[config.mk]
export PLATFORM = sky130hd
export DESIGN_NAME = sei_nal_unit_framer
export DESIGN_NICKNAME = d
export VERILOG_FILES = /design/src/sv/sei_pkg.sv /design/src/sv/sei_dp.sv /design/src/sv/sei_ctrl.sv /design/src/sv/sei_nal_unit_framer.sv
export SDC_FILE = /design/constraint.sdc
export NUM_CORES = 1
export LEC_CHECK = 0
export BUFFER_PORTS_ARGS = -buffer_cell sky130_fd_sc_hd__buf_2
export CAP_MARGIN = 20
export CORE_ASPECT_RATIO = 0.6
export CORE_MARGIN = 2
export CORE_UTILIZATION = 50
export DETAILED_ROUTE_END_ITERATION = 16
export PLACE_DENSITY = 0.78
export SLEW_MARGIN = 25
export SYNTH_ARGS = -nofsm -noshare
export SYNTH_HDL_FRONTEND = slang
export SYNTH_SLANG_ARGS = --single-unit
[constraint.sdc]
create_clock -name clk -period 6.08 [get_ports clk]
set_input_delay 1.216 -clock clk [delete_from_list [all_inputs] [get_ports clk]]
set_output_delay 1.216 -clock clk [all_outputs]
set_load 0.03 [all_outputs]
[src/sv/sei_pkg.sv]
// ----------------------------------------------------------------------------
// SEI framer package
// Shared payload types, controller states, command and status bundles, and
// byte constants for the SEI user-data-unregistered NAL unit framer.
// ----------------------------------------------------------------------------
package sei_pkg;

  // Input item opcodes.
  localparam logic OP_START = 1'b0;
  localparam logic OP_BYTE  = 1'b1;

  // Configuration register indexes.
  localparam logic [1:0] CFG_USE_ANNEX_B = 2'd0;
  localparam logic [1:0] CFG_UUID_HIGH   = 2'd1;
  localparam logic [1:0] CFG_UUID_LOW    = 2'd2;

  // Fixed bytes of the unit.
  localparam logic [7:0] NAL_TYPE_SEI        = 8'h06;
  localparam logic [7:0] SEI_USER_DATA_UNREG = 8'h05;
  localparam logic [7:0] SIZE_FILL           = 8'hFF;
  localparam logic [7:0] TRAILING            = 8'h80;
  localparam logic [7:0] START_CODE_LAST     = 8'h01;
  localparam int unsigned UUID_BYTES         = 16;

  // Header byte positions: prefix 0..3, type 4, payload type 5, sizes from 6.
  localparam logic [5:0] HDR_TYPE_POS  = 6'd4;
  localparam logic [5:0] HDR_PTYPE_POS = 6'd5;
  localparam logic [5:0] HDR_SIZE_POS  = 6'd6;
  // Last header byte sits at this offset plus the fill count.
  localparam logic [5:0] HDR_LAST_BASE = 6'd22;

  typedef struct packed {
    logic        opcode;
    logic [11:0] message_length;
    logic [7:0]  message_byte;
  } in_item_t;

  typedef struct packed {
    logic [7:0] out_byte;
    logic       run_last;
    logic       frame_end;
    logic       rejected;
  } out_item_t;

  typedef enum logic [2:0] {
    ST_IDLE,
    ST_CALC,
    ST_SIZE,
    ST_DECIDE,
    ST_HDR,
    ST_TAIL_ZERO,
    ST_TAIL_END
  } state_t;

  typedef enum logic [2:0] {
    EMIT_NONE,
    EMIT_REJ,
    EMIT_HDR,
    EMIT_BYTE,
    EMIT_TAIL_ZERO,
    EMIT_TAIL_END
  } emit_sel_t;

  typedef struct packed {
    logic      latch_len;
    logic      calc;
    logic      size;
    logic      commit;
    logic      byte_take;
    logic      hdr_clear;
    logic      hdr_inc;
    emit_sel_t emit;
  } cmd_t;

  typedef struct packed {
    logic out_free;
    logic over;
    logic len_zero;
    logic hdr_last;
    logic tail_two;
    logic byte_pass;
    logic byte_last;
  } status_t;

endpackage

[src/sv/sei_dp.sv]
// ----------------------------------------------------------------------------
// SEI framer datapath
// Holds the configuration registers, the per-unit size arithmetic, the
// message counters, the header byte selection and the output register.
// ----------------------------------------------------------------------------
module sei_dp import sei_pkg::*; #(
  parameter int MAX_FRAME_BYTES = 1024
) (
  input  logic        clk,
  input  logic        rst_n,
  input  logic        cfg_valid,
  input  logic [1:0]  cfg_index,
  input  logic [63:0] cfg_data,
  input  in_item_t    in_data,
  input  cmd_t        cmd,
  output status_t     sts,
  input  logic        out_ready,
  output logic        out_valid,
  output out_item_t   out_data
);

  localparam logic [12:0] MaxBytes = 13'(MAX_FRAME_BYTES);

  logic         annex_b_r;
  logic [127:0] uuid_r;
  logic [11:0]  len_r;
  logic [12:0]  payload_r;
  logic [4:0]   fills_r;
  logic [7:0]   rem_r;
  logic [12:0]  body_r;
  logic         two_r;
  logic [11:0]  remaining_r, remaining_nxt;
  logic         dropping_r, dropping_nxt;
  logic         tail_two_r, tail_two_nxt;
  logic [5:0]   hdr_idx_r;
  logic         out_valid_r;
  out_item_t    out_r, out_nxt;

  logic [12:0]  payload_c;
  logic [12:0]  fills_c;
  logic [12:0]  body_base_c;
  logic [12:0]  total_c;
  logic [5:0]   rel_c;
  logic [5:0]   fills6_c;
  logic [3:0]   uuid_pos_c;
  logic [7:0]   hdr_byte_c;
  logic         hdr_last_c;

  // Configuration writes; indexes beyond the list are ignored.
  always_ff @(posedge clk) begin
    if (!rst_n) begin
      annex_b_r <= 1'b1;
      uuid_r    <= '0;
    end else if (cfg_valid) begin
      case (cfg_index)
        CFG_USE_ANNEX_B: annex_b_r <= cfg_data[0];
        CFG_UUID_HIGH:   uuid_r[127:64] <= cfg_data;
        CFG_UUID_LOW:    uuid_r[63:0] <= cfg_data;
        default:         ;
      endcase
    end
  end

  // Size arithmetic. A value below 65535 divided by 255 is
  // (x + 1 + (x >> 8)) >> 8, and the remainder is x + quotient modulo 256.
  assign payload_c   = {1'b0, len_r} + 13'(UUID_BYTES);
  assign fills_c     = (payload_r + 13'd1 + (payload_r >> 8)) >> 8;
  assign body_base_c = payload_r + 13'd3 + {8'd0, fills_c[4:0]};
  assign total_c     = body_r + 13'd4;

  always_ff @(posedge clk) begin
    if (cmd.latch_len) begin
      len_r <= in_data.message_length;
    end
    if (cmd.calc) begin
      payload_r <= payload_c;
    end
    // Body length: the tail is two bytes when the body before the tail is even.
    if (cmd.size) begin
      fills_r <= fills_c[4:0];
      rem_r   <= payload_r[7:0] + fills_c[7:0];
      two_r   <= ~body_base_c[0];
      body_r  <= body_base_c + (body_base_c[0] ? 13'd1 : 13'd2);
    end
  end

  // Message counters and tail flag.
  always_comb begin
    remaining_nxt = remaining_r;
    dropping_nxt  = dropping_r;
    tail_two_nxt  = tail_two_r;
    if (cmd.commit) begin
      remaining_nxt = len_r;
      dropping_nxt  = sts.over && (len_r != 12'd0);
      tail_two_nxt  = sts.over ? 1'b0 : two_r;
    end else if (cmd.byte_take) begin
      if (remaining_r == 12'd0) begin
        dropping_nxt = 1'b0;
      end else begin
        remaining_nxt = remaining_r - 12'd1;
        if (remaining_r == 12'd1) begin
          dropping_nxt = 1'b0;
        end
      end
    end
  end

  always_ff @(posedge clk) begin
    if (!rst_n) begin
      remaining_r <= '0;
      dropping_r  <= 1'b0;
      tail_two_r  <= 1'b0;
      hdr_idx_r   <= '0;
    end else begin
      remaining_r <= remaining_nxt;
      dropping_r  <= dropping_nxt;
      tail_two_r  <= tail_two_nxt;
      if (cmd.hdr_clear) begin
        hdr_idx_r <= '0;
      end else if (cmd.hdr_inc) begin
        hdr_idx_r <= hdr_idx_r + 6'd1;
      end
    end
  end

  // Header byte selection by position.
  assign fills6_c   = {1'b0, fills_r};
  assign rel_c      = hdr_idx_r - HDR_SIZE_POS;
  assign uuid_pos_c = 4'(rel_c - fills6_c - 6'd1);
  assign hdr_last_c = (hdr_idx_r == HDR_LAST_BASE + fills6_c);

  always_comb begin
    if (hdr_idx_r < HDR_TYPE_POS) begin
      if (annex_b_r) begin
        hdr_byte_c = (hdr_idx_r == 6'd3) ? START_CODE_LAST : 8'h00;
      end else begin
        case (hdr_idx_r[1:0])
          2'd2:    hdr_byte_c = {3'd0, body_r[12:8]};
          2'd3:    hdr_byte_c = body_r[7:0];
          default: hdr_byte_c = 8'h00;
        endcase
      end
    end else if (hdr_idx_r == HDR_TYPE_POS) begin
      hdr_byte_c = NAL_TYPE_SEI;
    end else if (hdr_idx_r == HDR_PTYPE_POS) begin
      hdr_byte_c = SEI_USER_DATA_UNREG;
    end else if (rel_c < fills6_c) begin
      hdr_byte_c = SIZE_FILL;
    end else if (rel_c == fills6_c) begin
      hdr_byte_c = rem_r;
    end else begin
      hdr_byte_c = uuid_r[{~uuid_pos_c, 3'b000} +: 8];
    end
  end

  // Output register: loads a new result whenever the controller emits one.
  always_comb begin
    out_nxt = '0;
    case (cmd.emit)
      EMIT_REJ: begin
        out_nxt.run_last = 1'b1;
        out_nxt.rejected = 1'b1;
      end
      EMIT_HDR: begin
        out_nxt.out_byte = hdr_byte_c;
        out_nxt.run_last = hdr_last_c && (len_r != 12'd0);
      end
      EMIT_BYTE: begin
        out_nxt.out_byte = in_data.message_byte;
        out_nxt.run_last = (remaining_r != 12'd1);
      end
      EMIT_TAIL_ZERO: begin
        out_nxt.out_byte = 8'h00;
      end
      EMIT_TAIL_END: begin
        out_nxt.out_byte  = TRAILING;
        out_nxt.run_last  = 1'b1;
        out_nxt.frame_end = 1'b1;
      end
      default: ;
    endcase
  end

  always_ff @(posedge clk) begin
    if (!rst_n) begin
      out_valid_r <= 1'b0;
    end else if (cmd.emit != EMIT_NONE) begin
      out_valid_r <= 1'b1;
    end else if (out_ready) begin
      out_valid_r <= 1'b0;
    end
  end

  always_ff @(posedge clk) begin
    if (cmd.emit != EMIT_NONE) begin
      out_r <= out_nxt;
    end
  end

  assign out_valid = out_valid_r;
  assign out_data  = out_r;

  // Status toward the controller.
  assign sts.out_free  = !out_valid_r || out_ready;
  assign sts.over      = (total_c > MaxBytes);
  assign sts.len_zero  = (len_r == 12'd0);
  assign sts.hdr_last  = hdr_last_c;
  assign sts.tail_two  = tail_two_r;
  assign sts.byte_pass = (remaining_r != 12'd0) && !dropping_r;
  assign sts.byte_last = (remaining_r == 12'd1);

endmodule

[src/sv/sei_ctrl.sv]
// ----------------------------------------------------------------------------
// SEI framer controller
// State machine that sequences size calculation, header, message bytes and
// tail, and drives the input handshake and the datapath commands.
// ----------------------------------------------------------------------------
module sei_ctrl import sei_pkg::*; (
  input  logic    clk,
  input  logic    rst_n,
  input  logic    in_valid,
  input  logic    in_opcode,
  output logic    in_ready,
  input  status_t sts,
  output cmd_t    cmd
);

  state_t state_r, state_nxt;

  // State register.
  always_ff @(posedge clk) begin
    if (!rst_n) begin
      state_r <= ST_IDLE;
    end else begin
      state_r <= state_nxt;
    end
  end

  // Next state and commands.
  always_comb begin
    state_nxt = state_r;
    cmd       = '0;
    cmd.emit  = EMIT_NONE;
    in_ready  = 1'b0;
    case (state_r)
      ST_IDLE: begin
        in_ready = sts.out_free;
        if (in_valid && sts.out_free) begin
          if (in_opcode == OP_START) begin
            cmd.latch_len = 1'b1;
            state_nxt     = ST_CALC;
          end else begin
            cmd.byte_take = 1'b1;
            if (sts.byte_pass) begin
              cmd.emit = EMIT_BYTE;
              if (sts.byte_last) begin
                state_nxt = sts.tail_two ? ST_TAIL_ZERO : ST_TAIL_END;
              end
            end
          end
        end
      end
      ST_CALC: begin
        cmd.calc  = 1'b1;
        state_nxt = ST_SIZE;
      end
      ST_SIZE: begin
        cmd.size  = 1'b1;
        state_nxt = ST_DECIDE;
      end
      ST_DECIDE: begin
        if (sts.over) begin
          if (sts.out_free) begin
            cmd.commit = 1'b1;
            cmd.emit   = EMIT_REJ;
            state_nxt  = ST_IDLE;
          end
        end else begin
          cmd.commit    = 1'b1;
          cmd.hdr_clear = 1'b1;
          state_nxt     = ST_HDR;
        end
      end
      ST_HDR: begin
        if (sts.out_free) begin
          cmd.emit    = EMIT_HDR;
          cmd.hdr_inc = 1'b1;
          if (sts.hdr_last) begin
            if (sts.len_zero) begin
              state_nxt = sts.tail_two ? ST_TAIL_ZERO : ST_TAIL_END;
            end else begin
              state_nxt = ST_IDLE;
            end
          end
        end
      end
      ST_TAIL_ZERO: begin
        if (sts.out_free) begin
          cmd.emit  = EMIT_TAIL_ZERO;
          state_nxt = ST_TAIL_END;
        end
      end
      ST_TAIL_END: begin
        if (sts.out_free) begin
          cmd.emit  = EMIT_TAIL_END;
          state_nxt = ST_IDLE;
        end
      end
      default: begin
        state_nxt = ST_IDLE;
      end
    endcase
  end

endmodule

[src/sv/sei_nal_unit_framer.sv]
// Start item: size arithmetic in the calc, size and decide states, then 23
// to 39 header bytes at one byte per cycle while the output is not stalled,
// plus a tail of one or two bytes for an empty message. Message byte items:
// one per cycle while the output is not stalled; each result is registered.
// The single output register sets the pace. Reset (rst_n low, synchronous)
// returns to idle with annex B framing, a zero UUID and no message pending.
// ----------------------------------------------------------------------------
// SEI NAL unit framer
// Builds SEI user-data-unregistered NAL units as a byte stream from start and
// message byte items, with a start code or length prefix and UUID header.
// ----------------------------------------------------------------------------
module sei_nal_unit_framer import sei_pkg::*; #(
  parameter int MAX_FRAME_BYTES = 1024
) (
  input  logic        clk,
  input  logic        rst_n,
  input  logic        cfg_valid,
  output logic        cfg_ready,
  input  logic [1:0]  cfg_index,
  input  logic [63:0] cfg_data,
  input  logic        in_valid,
  output logic        in_ready,
  input  in_item_t    in_data,
  output logic        out_valid,
  input  logic        out_ready,
  output out_item_t   out_data
);

  cmd_t    cmd;
  status_t sts;

  // Configuration writes are taken at any time.
  assign cfg_ready = 1'b1;

  sei_ctrl u_ctrl (
    .clk       (clk),
    .rst_n     (rst_n),
    .in_valid  (in_valid),
    .in_opcode (in_data.opcode),
    .in_ready  (in_ready),
    .sts       (sts),
    .cmd       (cmd)
  );

  sei_dp #(
    .MAX_FRAME_BYTES (MAX_FRAME_BYTES)
  ) u_dp (
    .clk       (clk),
    .rst_n     (rst_n),
    .cfg_valid (cfg_valid),
    .cfg_index (cfg_index),
    .cfg_data  (cfg_data),
    .in_data   (in_data),
    .cmd       (cmd),
    .sts       (sts),
    .out_ready (out_ready),
    .out_valid (out_valid),
    .out_data  (out_data)
  );

endmodule

==> reports/results.txt <==
Postcts setup bufs -> 0
Worst Path Buf+Inv -> 1
CP startpoint -> u_dp.payload_r[9]$_DFFE_PP_
Antenna cell count -> 0
Rel. slew slack -> 31.4%
Yosys cell types -> 79
Ys async rst share -> 0%
DRT iter0 DRCs -> 941
Power per cell area -> 367 nW/um2
Top FF cell, synth -> dfxtp_1
Number of I/O port buffers -> 104
Setup_tns -> 0 ns
Initial antenna violation count -> 0
Row count -> 42
Avg Cell Area, Syn -> 9.37 um2
Crit Reg-Reg Startpoint -> u_dp.payload_r[9]$_DFFE_PP_
Seq/Total Area, Yosys -> 44.4%
Clk_skew -> 0.0131 ns
CP Launch Type -> flip-flop
Post-Syn Nets -> 1,306
CP most frequent cell -> ha_1
Worst vdd ir -> 0.313 mV
Worst-path clk slew -> 0.06 ns
Die area -> 23,300 um2
Root Driver -> clkbuf_16
Yosys Warn Count -> 0
Number of synthesized flops with an enable pin -> 61
Final slew viol count -> 0
Fill count -> 1,925
Die width -> 196 um
H-tree levels -> 1
Critical path arrival -> 5.44 ns
DRC errors left -> 0
Hold Crit Start -> u_dp.uuid_r[4]$_SDFFE_PN0P_
Final hold viol count -> 0
Reg2reg setup slack -> 0.89 ns
Final setup margin -> 0.885 ns
Vias -> 9,044
Total Routed Length -> 28,500 um
Register bit total from synthesis -> 214
GP Congestion -> 0.948
Pleak -> 4.55 nW
Via density -> 5.85
Core ar. -> 21,900 um2
Post-Layout Cell Count -> 1,546
Final setup fails -> 0
DP Area -> 11,700 um2
Initial Utilization -> 50.4%
Number of max-cap violations -> 0
CTS-repair resized insts -> 0
CTS tree -> yes
Pre-CTS WS -> 0.976 ns
CTS sink cnt -> 214
Kind of critical path -> reg2reg
Dpl cells -> 1,508
Hold-fix buffers, CTS -> 0
Worst path slowest cell -> a2111oi_0
Fmax -> 192 MHz
CTS Buffer Depth -> 3
TritonRoute pass-1 iters -> 5
CP Cell Sequence -> ha_1 > o211ai_1 > a211oi_1 > or2_2 > nand3_1 > xnor2_1 > ha_1 > inv_1 > fa_1 > nand2b_1 > nor2_1 > a2111oi_0 > o311ai_4 > nor4bb_4 > a221o_1 > o2111ai_2
Routed Antenna Nets -> 0
WL per Instance -> 18.4 um
Most common cell after layout, fill and taps aside -> nand2_1
Synthesized area -> 11,000 um2
CP delay by family, top -> compound AO/OA/AOI/OAI gates
Die Ht -> 119 um
Post-detail-place hpwl -> 20,500 um
Worst skew pair latency -> 0.51 ns
First-pass GRT wire length -> 45,500 um
CP Data Required Time -> 6.32 ns
Vias in the first global route -> 8,391
Synth Instances -> 1,177
# nets final -> 1,374
Slew @ Worst Pin -> 1.03 ns
Most frequent cells in the layout -> nand2_1, dfxtp_1, a21oi_1
Fin crit period -> 5.19 ns
Worst hold path class -> reg2reg
Fin crit share -> 85.4%
TritonCTS Buffers -> 21
Grt ovf -> 0
Critical path peak fanout -> 14
Layout cells sized above 1 -> 17.3%
Status -> completed
Cell area after layout -> 12,400 um2
Pin count of the biggest net entering global routing -> 83
Top-level I/O count -> 106
RSZ-0062 raised after global routing -> no
Max incr delay on CP -> 0.70 ns
CP endpoint kind -> flip-flop
Area added between synthesis and finish -> 12.7%
Tot GR Track Use -> 24.7%
==> cells by family after synthesis <==
family | count (synthesis) | share of synthesized area [%]
simple gates | 467 | 19.0
compound gates | 258 | 15.2
flops | 214 | 44.4
buf+inv | 97 | 3.53
xor+xnor | 54 | 4.36
mux | 49 | 8.99
fa+ha+maj | 37 | 4.47
other cells | 1 | 0.0340
==> tightest hold or removal path: stages, from the launching register on <==
cell and delay [ns]:
dfxtp_1 0.31, nand2_1 0.05, a21oi_1 0.05
==> state kept, by name (all words and copies together) (netlist names) <==
signal / flops
u_ctrl.state_r: 3
u_dp.annex_b_r: 1
u_dp.body_r: 12
u_dp.dropping_r: 1
u_dp.fills_r: 5
u_dp.hdr_idx_r: 6
u_dp.len_r: 12
u_dp.out_data: 11
u_dp.out_valid: 1
u_dp.payload_r: 13
u_dp.rem_r: 7
u_dp.remaining_r: 12
u_dp.tail_two_r: 1
u_dp.two_r: 1
u_dp.uuid_r: 128
==> cell type report <==
cell class	instances	area, um2	share of cell area, %
Clock inverter	4	26.3	0.211
Tap cell	286	358	2.88
Clock buffer	34	686	5.52
Inverter	26	97.6	0.785
Sequential cell	214	4890	39.4
Multi-Input combinational cell	866	5760	46.3
Timing Repair Buffer	116	611	4.91
==> stage by stage <==
| step | utilization, % | total power [mW] | hold WS [ns] |
|---|---|---|---|
| floorplan | - | 2.86 | 0.432 |
| global placement | 53.6 | 3.21 | 0.439 |
| detailed placement | 53.6 | 3.24 | 0.447 |
| CTS | 56.8 | 4.57 | 0.455 |
| global route | 56.9 | 4.80 | 0.472 |
| finish | 56.9 | 4.56 | 0.452 |
==> Yosys cell counts, drive strengths merged, types with 3 or more instances <==
cell,instances,area share [%]
a31oi,4,0.23
a22oi,5,0.34
or2,4,0.25
o2111ai,3,0.30
dfxtp,153,28
nand4,13,0.74
a21oi,115,5.3
a21o,7,0.48
nor2,47,1.6
nand2,306,10
inv,26,0.89
edfxtp,61,17
a211oi,9,0.61
a2111oi,3,0.30
nor4b,3,0.24
o31ai,3,0.20
a31o,3,0.24
o21a,3,0.20
xor2,21,1.7
nand3,22,1.2
o21bai,3,0.20
nor4,8,0.51
fa,4,0.73
buf,20,0.91
a32oi,3,0.24
mux4,40,8.2
or3,4,0.23
xnor2,33,2.7
ha,33,3.7
nor3,10,0.45
and2,9,0.51
nand3b,4,0.27
nor3b,3,0.20
mux2i,9,0.82
nand2b,9,0.51
and3,8,0.50
nor2b,10,0.57
clkbuf,51,1.7
o211ai,10,0.73
a21boi,49,3.3
o21ai,19,0.90
==> final timing paths <==
| check | endpoint | cells past startpoint |
|---|---|---|
| setup / recovery | u_dp.body_r[10]$_DFFE_PP_ | 16 |
| hold / removal | u_dp.uuid_r[4]$_SDFFE_PN0P_ | 2 |
| setup reg to reg | u_dp.body_r[10]$_DFFE_PP_ | 16 |
| hold reg to reg | u_dp.uuid_r[4]$_SDFFE_PN0P_ | 2 |
==> routing by layer <==
layer	wire length (um)	GRT usage, %	vias to the layer above	part of all wire (%)
met2	11200	34.0	407	39
met1	13700	39.1	4327	48
met3	3140	6.00	39	11
met5	0	0	-	0
li1	-	-	4271	-
met4	481	4.50	0	1.7
==> report_power, final <==
group | switching [mW] | total [mW] | internal, mW
clock | 0.553 | 1.33 | 0.774
sequential | 0.131 | 1.82 | 1.68
combinational | 0.876 | 1.42 | 0.544
total | 1.56 | 4.56 | 3.00
Power figures use the tool's default switching activity.
